<file path="src/hw/rtl/lcmaw_pkg.sv">
// Shared constants, types and codes of the load cell moving average weigher.
`default_nettype none
package lcmaw_pkg;

   localparam int SAMPLE_W   = 16;
   localparam int WINDOW     = 16;
   localparam int SLOT_W     = (WINDOW > 1) ? $clog2(WINDOW) : 1;
   localparam int SUM_W      = SAMPLE_W + $clog2(WINDOW);
   localparam int DIV_W      = $clog2(WINDOW + 1);
   localparam int CNT_W      = $clog2(SUM_W);
   localparam int SCALE_W    = 24;
   localparam int WEIGHT_W   = 40;
   localparam int CSR_DATA_W = 32;
   localparam int CSR_ADDR_W = 2;

   localparam logic [SCALE_W-1:0] SCALE_RESET = SCALE_W'(3998);
   localparam logic [SLOT_W-1:0]  SLOT_LAST   = SLOT_W'(WINDOW - 1);
   localparam logic [DIV_W-1:0]   DIV_FULL    = DIV_W'(WINDOW);
   localparam logic [CNT_W-1:0]   CNT_LAST    = CNT_W'(SUM_W - 1);

   localparam logic [CSR_ADDR_W-1:0] CSR_SCALE_ADDR = CSR_ADDR_W'(0);

   localparam logic FUNC_CAPTURE = 1'b1;

   typedef enum logic [1:0] {
      ST_IDLE,
      ST_UPDATE,
      ST_DIVIDE,
      ST_MULT
   } state_type;

   typedef struct packed {
      logic             start;
      logic [SUM_W-1:0] dividend;
      logic [DIV_W-1:0] divisor;
   } div_req_type;

   typedef struct packed {
      logic             done;
      logic [SUM_W-1:0] quotient;
   } div_rsp_type;

endpackage
`default_nettype wire

</file>
<file path="src/hw/rtl/lcmaw_ram.sv">
// Generic single-port-write, registered-read RAM.
`default_nettype none
module lcmaw_ram #(
   parameter int WIDTH = 16,
   parameter int DEPTH = 16
) (
   input  wire                                         clock,
   input  wire                                         wr_en,
   input  wire  [((DEPTH > 1) ? $clog2(DEPTH) : 1)-1:0] wr_addr,
   input  wire  [WIDTH-1:0]                            wr_data,
   input  wire                                         rd_en,
   input  wire  [((DEPTH > 1) ? $clog2(DEPTH) : 1)-1:0] rd_addr,
   output logic [WIDTH-1:0]                            rd_data
);

   logic [WIDTH-1:0] mem_ff [DEPTH];

   always_ff @(posedge clock) begin
      if (wr_en) begin
         mem_ff[wr_addr] <= wr_data;
      end
      if (rd_en) begin
         rd_data <= mem_ff[rd_addr];
      end
   end

endmodule
`default_nettype wire

</file>
<file path="src/hw/rtl/lcmaw_div.sv">
// Restoring divider, one quotient bit per cycle, for the window average.
`default_nettype none
module lcmaw_div
   import lcmaw_pkg::*;
(
   input  wire         clock,
   input  wire         reset,
   input  div_req_type req,
   output div_rsp_type rsp
);

   logic             busy_ff, busy_in;
   logic             done_ff, done_in;
   logic [CNT_W-1:0] cnt_ff, cnt_in;
   logic [DIV_W-1:0] rem_ff, rem_in;
   logic [SUM_W-1:0] quo_ff, quo_in;
   logic [DIV_W-1:0] dvs_ff, dvs_in;
   logic [DIV_W:0]   trial;
   logic [DIV_W:0]   trial_diff;
   logic             trial_ge;

   always_comb begin
      trial      = {rem_ff, quo_ff[SUM_W-1]};
      trial_ge   = (trial >= {1'b0, dvs_ff});
      trial_diff = trial - {1'b0, dvs_ff};
      busy_in    = busy_ff;
      done_in    = 1'b0;
      cnt_in     = cnt_ff;
      rem_in     = rem_ff;
      quo_in     = quo_ff;
      dvs_in     = dvs_ff;
      priority if (req.start) begin
         busy_in = 1'b1;
         cnt_in  = '0;
         rem_in  = '0;
         quo_in  = req.dividend;
         dvs_in  = req.divisor;
      end else if (busy_ff) begin
         rem_in = trial_ge ? trial_diff[DIV_W-1:0] : trial[DIV_W-1:0];
         quo_in = {quo_ff[SUM_W-2:0], trial_ge};
         cnt_in = cnt_ff + CNT_W'(1);
         if (cnt_ff == CNT_LAST) begin
            busy_in = 1'b0;
            done_in = 1'b1;
         end
      end
   end

   always_ff @(posedge clock) begin
      if (reset) begin
         busy_ff <= 1'b0;
         done_ff <= 1'b0;
      end else begin
         busy_ff <= busy_in;
         done_ff <= done_in;
      end
   end

   always_ff @(posedge clock) begin
      cnt_ff <= cnt_in;
      rem_ff <= rem_in;
      quo_ff <= quo_in;
      dvs_ff <= dvs_in;
   end

   assign rsp.done     = done_ff;
   assign rsp.quotient = quo_ff;

endmodule
`default_nettype wire

</file>
<file path="src/hw/rtl/load_cell_moving_average_weigher_top.sv">
// A new request is taken only in the idle state; req_stall is high while one is being
// handled by the ring update, the bit-serial averaging divider and result formation.
// The sample ring is read at acceptance and written back in the following cycle.
// A finished result waits in the output register while the next request is taken.
// Reset (synchronous, active high) clears sum, slot, fill flag and tare, and sets
// the scale to 3998; the sample ring is not cleared.
`default_nettype none
module load_cell_moving_average_weigher_top
   import lcmaw_pkg::*;
(
   input  wire                   clock,
   input  wire                   reset,
   input  wire                   req_valid,
   output logic                  req_stall,
   input  wire                   req_func,
   input  wire  [SAMPLE_W-1:0]   req_sample,
   output logic                  rsp_valid,
   input  wire                   rsp_stall,
   output logic [SAMPLE_W-1:0]   rsp_average,
   output logic [WEIGHT_W-1:0]   rsp_weight,
   input  wire                   csr_psel,
   input  wire                   csr_penable,
   input  wire                   csr_pwrite,
   input  wire  [CSR_ADDR_W-1:0] csr_paddr,
   input  wire  [CSR_DATA_W-1:0] csr_pwdata,
   output logic [CSR_DATA_W-1:0] csr_prdata,
   output logic                  csr_pready
);

   state_type            state_ff, state_in;
   logic [SLOT_W-1:0]    slot_ff, slot_in;
   logic [SUM_W-1:0]     sum_ff, sum_in;
   logic                 full_ff, full_in;
   logic [SAMPLE_W-1:0]  tare_ff, tare_in;
   logic [SCALE_W-1:0]   scale_ff, scale_in;
   logic                 func_ff, func_in;
   logic [SAMPLE_W-1:0]  sample_ff, sample_in;
   logic [SAMPLE_W-1:0]  avg_ff, avg_in;
   logic                 rsp_valid_ff, rsp_valid_in;
   logic [SAMPLE_W-1:0]  rsp_average_ff, rsp_average_in;
   logic [WEIGHT_W-1:0]  rsp_weight_ff, rsp_weight_in;

   logic                 req_accept;
   logic                 out_free;
   logic                 csr_write;
   logic                 ram_wr_en;
   logic [SAMPLE_W-1:0]  ram_rd_data;
   logic [SUM_W-1:0]     evict;
   logic [SAMPLE_W-1:0]  net;
   logic [WEIGHT_W-1:0]  product;
   div_req_type          div_req;
   div_rsp_type          div_rsp;

   assign req_accept = req_valid && !req_stall;
   assign req_stall  = (state_ff != ST_IDLE);
   assign out_free   = !rsp_valid_ff || !rsp_stall;
   assign csr_write  = csr_psel && csr_penable && csr_pwrite && csr_pready;
   assign csr_pready = 1'b1;
   assign csr_prdata = (csr_paddr == CSR_SCALE_ADDR) ? CSR_DATA_W'(scale_ff) : '0;

   lcmaw_ram #(
      .WIDTH(SAMPLE_W),
      .DEPTH(WINDOW)
   ) u_ring (
      .clock  (clock),
      .wr_en  (ram_wr_en),
      .wr_addr(slot_ff),
      .wr_data(sample_ff),
      .rd_en  (req_accept),
      .rd_addr(slot_ff),
      .rd_data(ram_rd_data)
   );

   lcmaw_div u_div (
      .clock(clock),
      .reset(reset),
      .req  (div_req),
      .rsp  (div_rsp)
   );

   assign evict   = full_ff ? SUM_W'(ram_rd_data) : '0;
   assign net     = (avg_ff > tare_ff) ? (avg_ff - tare_ff) : '0;
   assign product = WEIGHT_W'(net) * WEIGHT_W'(scale_ff);

   always_comb begin
      state_in       = state_ff;
      slot_in        = slot_ff;
      sum_in         = sum_ff;
      full_in        = full_ff;
      tare_in        = tare_ff;
      scale_in       = csr_write ? csr_pwdata[SCALE_W-1:0] : scale_ff;
      func_in        = func_ff;
      sample_in      = sample_ff;
      avg_in         = avg_ff;
      rsp_valid_in   = rsp_valid_ff && rsp_stall;
      rsp_average_in = rsp_average_ff;
      rsp_weight_in  = rsp_weight_ff;
      ram_wr_en      = 1'b0;
      div_req        = '0;
      unique case (state_ff)
         ST_IDLE: begin
            if (req_accept) begin
               func_in   = req_func;
               sample_in = req_sample;
               state_in  = ST_UPDATE;
            end
         end
         ST_UPDATE: begin
            ram_wr_en      = 1'b1;
            sum_in         = sum_ff - evict + SUM_W'(sample_ff);
            full_in        = full_ff || (slot_ff == SLOT_LAST);
            slot_in        = (slot_ff == SLOT_LAST) ? '0 : slot_ff + SLOT_W'(1);
            div_req.start    = 1'b1;
            div_req.dividend = sum_in;
            div_req.divisor  = full_in ? DIV_FULL : DIV_W'(slot_ff) + DIV_W'(1);
            state_in       = ST_DIVIDE;
         end
         ST_DIVIDE: begin
            if (div_rsp.done) begin
               avg_in   = div_rsp.quotient[SAMPLE_W-1:0];
               state_in = ST_MULT;
            end
         end
         ST_MULT: begin
            if (out_free) begin
               rsp_valid_in   = 1'b1;
               rsp_average_in = avg_ff;
               rsp_weight_in  = product;
               if (func_ff == FUNC_CAPTURE) begin
                  tare_in = avg_ff;
               end
               state_in = ST_IDLE;
            end
         end
         default: begin
            state_in = ST_IDLE;
         end
      endcase
   end

   always_ff @(posedge clock) begin
      if (reset) begin
         state_ff     <= ST_IDLE;
         slot_ff      <= '0;
         sum_ff       <= '0;
         full_ff      <= 1'b0;
         tare_ff      <= '0;
         scale_ff     <= SCALE_RESET;
         rsp_valid_ff <= 1'b0;
      end else begin
         state_ff     <= state_in;
         slot_ff      <= slot_in;
         sum_ff       <= sum_in;
         full_ff      <= full_in;
         tare_ff      <= tare_in;
         scale_ff     <= scale_in;
         rsp_valid_ff <= rsp_valid_in;
      end
   end

   always_ff @(posedge clock) begin
      func_ff        <= func_in;
      sample_ff      <= sample_in;
      avg_ff         <= avg_in;
      rsp_average_ff <= rsp_average_in;
      rsp_weight_ff  <= rsp_weight_in;
   end

   assign rsp_valid   = rsp_valid_ff;
   assign rsp_average = rsp_average_ff;
   assign rsp_weight  = rsp_weight_ff;

`ifndef SYNTHESIS
   a_accept_to_update: assert property (@(posedge clock) disable iff (reset)
      req_accept |=> (state_ff == ST_UPDATE))
      else $error("accepted request did not move to ring update");

   a_div_done_in_divide: assert property (@(posedge clock) disable iff (reset)
      div_rsp.done |-> (state_ff == ST_DIVIDE))
      else $error("divider finished outside the divide state");

   a_hold_when_out_busy: assert property (@(posedge clock) disable iff (reset)
      ((state_ff == ST_MULT) && rsp_valid_ff && rsp_stall) |=> (state_ff == ST_MULT))
      else $error("result left while output register was occupied");

   a_tare_only_at_result: assert property (@(posedge clock) disable iff (reset)
      !$stable(tare_ff) |-> ($past(state_ff) == ST_MULT))
      else $error("tare changed outside result formation");
`endif

endmodule
`default_nettype wire
</file>
<file path="config.mk">
export PLATFORM = sky130hd
export DESIGN_NAME = load_cell_moving_average_weigher_top
export DESIGN_NICKNAME = d
export VERILOG_FILES = /design/src/hw/rtl/lcmaw_pkg.sv /design/src/hw/rtl/lcmaw_ram.sv /design/src/hw/rtl/lcmaw_div.sv /design/src/hw/rtl/load_cell_moving_average_weigher_top.sv
export SDC_FILE = /design/constraint.sdc
export NUM_CORES = 2
export LEC_CHECK = 0
export BUFFER_PORTS_ARGS = -buffer_cell sky130_fd_sc_hd__buf_2
export CAP_MARGIN = 20
export CORE_UTILIZATION = 35
export DETAILED_ROUTE_END_ITERATION = 8
export PLACE_DENSITY_LB_ADDON = 0.15
export SYNTH_ARGS = -nofsm -noshare
export SYNTH_HDL_FRONTEND = slang
export SYNTH_SLANG_ARGS = --single-unit
</file>
<file path="constraint.sdc">
create_clock -name clock -period 9 [get_ports clock]
set_clock_uncertainty 0.1 [all_clocks]
set_input_delay 1.8 -clock clock [delete_from_list [all_inputs] [get_ports clock]]
set_output_delay 1.8 -clock clock [all_outputs]
set_load 0.02 [all_outputs]
</file>
After elaboration in Yosys (flattened, before gate mapping)
Memory sizes are Yosys's and may differ from the RTL's. A register that Yosys moved wholly into a read port is not among the register bits. Cells that the tools add are included. Widths: inputs -> output; s select.

Register bits after elaboration: 194. Bits in writable memories: 256. Output and inout port bits: 91. Word-level logic and storage cells: 82. Memories: 1.

Memories: u_ring.mem_ff (depth 16, bits a word 16, rd ports 1, clocked after Yosys merged registers in 1, write ports 1, RTL line lcmaw_ram.sv:16) `logic [WIDTH-1:0] mem_ff [DEPTH];`.

Add/sub/neg operators: 7. Multiply operators: 1. $lt $le $gt $ge: 2. Equal/unequal tests: 8. Muxes and demuxes: 22. Bitwise logic cells: 2. Reductions and logical operators: 20.

Operators with widths (number): $mul 16x24->40 (1); $mux 20 (2); $mux 16 (2); $mux 26 (1); $mux 24 (1); $add 20x16->20 (1); $sub 20x16->20 (1); $gt 16x16->1 (1); $sub 16x16->16 (1); $mux 5 (2); $mux 1 (9); $pmux 2 s4 (1); $ge 6x5->1 (1); $mux 2 (3); $reduce_and 2->1 (3); $reduce_and 3->1 (2); $add 4x1->5 const B (1); $add 5x1->5 const B (1); $eq 5x5->1 const B (1); $sub 5x5->5 (1); $add 4x1->4 const B (1); $eq 2x2->1 const B (2); $eq 4x4->1 const B (1); $logic_and 1x1->1 (4); other kinds (11) (18).

Depth between registers and ports, before layout
Word-level depth: 5. Gate-level depth with buffers: 35. Mapped depth without buffers: 32.

Cells and area by module
Synthesis repeated with hierarchy kept, for this count alone.

Cells, all modules: 2825. Area total of the unflattened synthesis: 32607.5 um^2.

By module, submodules not included: load_cell_moving_average_weigher_top (times used 1, cells each 2259, area each 20674.8 um^2); lcmaw_ram (times used 1, cells each 432, area each 10202.3 um^2); lcmaw_div (times used 1, cells each 134, area each 1730.4 um^2).

Worst setup path before layout
Ideal clock, no wire load.

Kind: register to register. Start point: reg avg_ff[0]. End point: reg rsp_weight_ff[29] (netlist: rsp_weight[29]), data pin. Setup time: 0.258 ns. Arrival: 7.502 ns. Required time: 8.642 ns. Slack: 1.140 ns. Cell stages (with the launch flop): 32. Buffers on the path: 2. Period minus slack after synthesis: 7.860 ns. Path through: edfxtp_1 -> inv_1 -> ha_1 -> fa_1 -> nor2b_1 -> o21ai_1 -> a21oi_1 -> o21ai_1 -> o21ai_4 -> nand2_2 -> nor2_2 -> clkbuf_1 -> nand2_1 -> fa_1 -> fa_1 -> fa_1 -> inv_1 -> fa_1 -> fa_1 -> inv_1 -> fa_1 -> inv_1 -> ha_1 -> buf_2 -> and3_1 -> a221o_1 -> a31oi_1 -> o21ai_2 -> a221o_1 -> a21oi_2 -> o21ai_1 -> xnor2_1.

Word-level cells in the longest chain between the ends: 3. Elaborated cells between the ends (all ways): 4. Classes of those cells: add/sub (1); mul (1); order compare (1); mux (1).

RTL lines: start: declaration (RTL line load_cell_moving_average_weigher_top.sv:38) `logic [SAMPLE_W-1:0] avg_ff, avg_in;`; start signal: assignment (RTL line load_cell_moving_average_weigher_top.sv:164) `avg_ff <= avg_in;`; $sub 16x16->16 / $gt 16x16->1 (equally long branches) (RTL line load_cell_moving_average_weigher_top.sv:82) `assign net = (avg_ff > tare_ff) ? (avg_ff - tare_ff) : '0;`; $mux 16 * (RTL line load_cell_moving_average_weigher_top.sv:82); $mul 16x24->40 * (RTL line load_cell_moving_average_weigher_top.sv:83) `assign product = WEIGHT_W'(net) * WEIGHT_W'(scale_ff);`; net product[29] (RTL line load_cell_moving_average_weigher_top.sv:50) `logic [WEIGHT_W-1:0] product;`; end signal: assignment (RTL line load_cell_moving_average_weigher_top.sv:166) `rsp_weight_ff <= rsp_weight_in;`; end: declaration (RTL line load_cell_moving_average_weigher_top.sv:41) `logic [WEIGHT_W-1:0] rsp_weight_ff, rsp_weight_in;`.

The timed path passes the listed nets; every way through them passes the cells marked *. A chain may end at the register's enable or synchronous reset.

Final worst setup path
Start point: reg avg_ff[13]. End point: reg rsp_weight_ff[37] (netlist: rsp_weight[37]), data pin.

Same word-level chain as after synthesis.

==> insert_results.sql <==
INSERT INTO impl_metrics (metric_group, metric, value, unit) VALUES
('cts', 'cts-hold-fix-buffers', '0', ''),
('timing', 'setup_viol', '0', ''),
('grt', 'grt_busiest_layer', 'met2', ''),
('cts', 'cts_sinks', '466', ''),
('logic_synthesis', 'synthFlopType', 'sky130_fd_sc_hd__edfxtp_1', ''),
('cts', 'cts-root-to-sink-buffers', '3', ''),
('grt', 'grt_overflow', '0', ''),
('route', 'detailed_route_via_count', '21500', ''),
('cells_and_area', 'area_of_the_multi_input_gates', '17400', 'um^2'),
('timing', 'clock.fmax', '116', 'MHz'),
('timing', 'period_minus_slack', '8.62', 'ns'),
('power_and_ir_drop', 'vdd_ir_drop_max', '423', 'uV'),
('route', 'postRouteAntennaNets', '0', ''),
('route', 'postRouteWirelength', '86800', 'um'),
('cells_and_area', 'layout.nets', '3559', ''),
('die', 'design.die.area', '95600', 'um^2'),
('power_and_ir_drop', 'power.static_leakage', '15.2', 'nW'),
('cells_and_area', 'regArea', '13200', 'um^2'),
('die', 'floorplan.initialDensity', '35.4', '%'),
('setup_path', 'worst_path_most_repeated_cell', 'sky130_fd_sc_hd__fa_1', ''),
('logic_synthesis', 'yosys.area.top_type_share', '35.1', '%'),
('timing', 'tightestPinTransition', '1.13', 'ns'),
('logic_synthesis', 'synthDominantAreaCellType', 'sky130_fd_sc_hd__edfxtp_1', ''),
('grt', 'largest_net_degree_at_the_start_of_global_routing', '75', ''),
('logic_synthesis', 'yosys_register_bits', '466', ''),
('die', 'die_h', '309', 'um'),
('cts', 'ctsRootBufferMaster', 'sky130_fd_sc_hd__clkbuf_16', ''),
('grt', 'grt.met1_usage', '22.3', '%'),
('setup_path', 'worstSetupStartpointType', 'register', ''),
('setup_path', 'critPathArrivalTime', '8.86', 'ns'),
('logic_synthesis', 'commonest_cells_in_the_netlist', 'sky130_fd_sc_hd__inv_1 (469), sky130_fd_sc_hd__edfxtp_1 (386), sky130_fd_sc_hd__fa_1 (324)', ''),
('logic_synthesis', 'postSynthAreaPerCell', '11.3', 'um^2'),
('cts', 'clkTransAtPathRegs', '0.06', 'ns'),
('placed_design', 'dp_hpwl', '62000', 'um'),
('route', 'detail_route.first_pass.iterations', '5', ''),
('die', 'die_width', '309', 'um'),
('logic_synthesis', 'synth_async_sr_flop_share', '0', '%'),
('setup_path', 'worstSetupEndpointType', 'register', ''),
('logic_synthesis', 'synth.yosys.seq_area_share', '39.9', '%'),
('outcome', 'outcome', 'finished, final reports clean', ''),
('route', 'detailedRoute.firstIterationViolations', '1152', ''),
('logic_synthesis', 'yosys.cell_count.top_type', 'sky130_fd_sc_hd__inv_1', ''),
('grt', 'wire_length_of_the_first_global_routing_pass', '135000', 'um'),
('logic_synthesis', 'ys_types', '77', ''),
('setup_path', 'worst_path_largest_cell_delay', '0.54', 'ns'),
('logic_synthesis', 'synth-edff-count', '386', ''),
('route', 'post-route-drc-count', '0', ''),
('run', 'drv_cap', '0', ''),
('grt', 'use_met3', '1.96', '%'),
('power_and_ir_drop', 'total_power_draw', '12.2', 'mW'),
('die', 'coreArea', '93500', 'um^2'),
('setup_path', 'cp_data_required_time', '9.24', 'ns'),
('min_path', 'min-delay-path-class', 'register to register', ''),
('setup_path', 'max_stage_delay_cell_worst_path', 'sky130_fd_sc_hd__fa_1', ''),
('timing', 'layout_worst_path_cycle_share', '95.8', '%'),
('cts', 'clock_latency', '0.63', 'ns'),
('cells_and_area', 'layout.filler_cells', '9049', ''),
('grt', 'antenna_found_initial', '1', ''),
('logic_synthesis', 'synth_cells', '2921', ''),
('timing', 'final_hold_viol_count', '0', ''),
('cells_and_area', 'flow.area_growth_from_synthesis', '12.4', '%'),
('setup_path', 'critPathKind', 'register to register', ''),
('route', 'wl_per_cell', '20.1', 'um'),
('timing', 'slew-limit-headroom', '24.3', '%'),
('logic_synthesis', 'synth-warning-count', '0', ''),
('grt', 'first_global_vias', '22900', ''),
('logic_synthesis', 'yosys-top-cells-area', 'sky130_fd_sc_hd__edfxtp_1 (35%), sky130_fd_sc_hd__fa_1 (20%), sky130_fd_sc_hd__ha_1 (6.2%)', ''),
('grt', 'global_route.usage.total', '18.5', '%'),
('cells_and_area', 'number_of_diodes', '0', ''),
('logic_synthesis', 'syn-cell-area', '33000', 'um^2'),
('power_and_ir_drop', 'powerDensity', '330', 'nW/um^2');
[metrics by stage]
| stage | TNS (ns) | cells | cell area [um^2] | worst slack [ns] | utilization [%] |
|---|---|---|---|---|---|
| after floorplan | 0 | 2928 | 33100 | 1.14 | - |
| after global placement | 0 | 4205 | 35100 | 0.177 | 37.6 |
| after detailed placement | 0 | 4206 | 35200 | 0.187 | 37.6 |
| after CTS | 0 | 4308 | 37000 | 0.147 | 39.6 |
| after global routing | -0.0157 | 4313 | 37100 | -0.0157 | 39.7 |
| final | 0 | 4313 | 37100 | 0.380 | 39.7 |
[flip-flops by register name, summed over array words and instances, names as in the netlist, 2 cells and up]
signal	count
avg_ff	16
rsp_average	16
rsp_weight	40
sample_ff	16
scale_ff	24
slot_ff	4
state_ff	2
sum_ff	20
tare_ff	16
u_div.cnt_ff	5
u_div.dvs_ff	5
u_div.quo_ff	20
u_div.rem_ff	5
u_ring.mem_ff	256
u_ring.rd_data	16
[cells by family after synthesis]
group | count (synthesis) | synth area share, %
compound gates | 269 | 5.10
flops | 466 | 39.9
buf+inv | 642 | 7.69
mux | 117 | 6.63
other cells | 2 | 0.0227
fa+ha+maj | 487 | 25.8
simple gates | 872 | 13.0
xor+xnor | 66 | 1.79
[critical path: cells and delay by family, from the launching register on]
| kind | cells | cell delay (ns) |
|---|---|---|
| and+or+nand+nor | 8 | 1.72 |
| adders and majority gates | 8 | 3.83 |
| xor gates and xnor gates | 1 | 0.08 |
| buffers and inverters | 5 | 0.37 |
| AOI/OAI and AO/OA | 6 | 1.70 |
| DFF | 1 | 0.51 |
[final timing paths]
path         depth (start not counted)  startpoint  slack [ns]              to
max reg2reg                         28  avg_ff[13]        0.38  rsp_weight[37]
max                                 28  avg_ff[13]        0.38  rsp_weight[37]
min                                  2  tare_ff[4]        0.35      tare_ff[4]
min reg2reg                          2  tare_ff[4]        0.35      tare_ff[4]
[final cells by class]
cell class	count	share of cell area, %
multi-input cells	1820	46.9
flip-flops and latches	466	35.5
inverters	470	4.75
well taps	1254	4.22
clock buffers	68	4.03
repair buffers	201	3.63
clock inverters	34	0.957
[what timing repair did]
item	4_1_cts	5_1_grt
buffers inserted	0	2
setup endpoints to repair	0	11
gates resized for setup	0	12
[placed cells by master (no fill, tap or decap), types with 39 or more instances in the layout]
cell type,instances
sky130_fd_sc_hd__a21oi_1,110
sky130_fd_sc_hd__and2_1,153
sky130_fd_sc_hd__and3_1,46
sky130_fd_sc_hd__buf_2,131
sky130_fd_sc_hd__buf_4,57
sky130_fd_sc_hd__clkbuf_16,56
sky130_fd_sc_hd__dfxtp_1,78
sky130_fd_sc_hd__edfxtp_1,386
sky130_fd_sc_hd__fa_1,324
sky130_fd_sc_hd__ha_1,161
sky130_fd_sc_hd__inv_1,469
sky130_fd_sc_hd__mux4_2,80
sky130_fd_sc_hd__nand2_1,318
sky130_fd_sc_hd__nand3_1,113
sky130_fd_sc_hd__nor2_1,114
sky130_fd_sc_hd__o21ai_0,39
sky130_fd_sc_hd__xnor2_1,43
[layer usage]
metal	routed length [um]	share of wire (%)
met2	46400	53
met3	3090	3.6
met4	2600	3.0
met5	0	0
met1	34700	40
[report_power, final]
part / internal [mW] / total [mW] / switching, mW / leakage, nW
clock: 1.33 / 2.26 / 0.928 / 0.905
combinational: 2.83 / 6.74 / 3.91 / 10.1
sequential: 2.96 / 3.23 / 0.269 / 4.17
No activity file was read; power rests on OpenSTA's default activity.
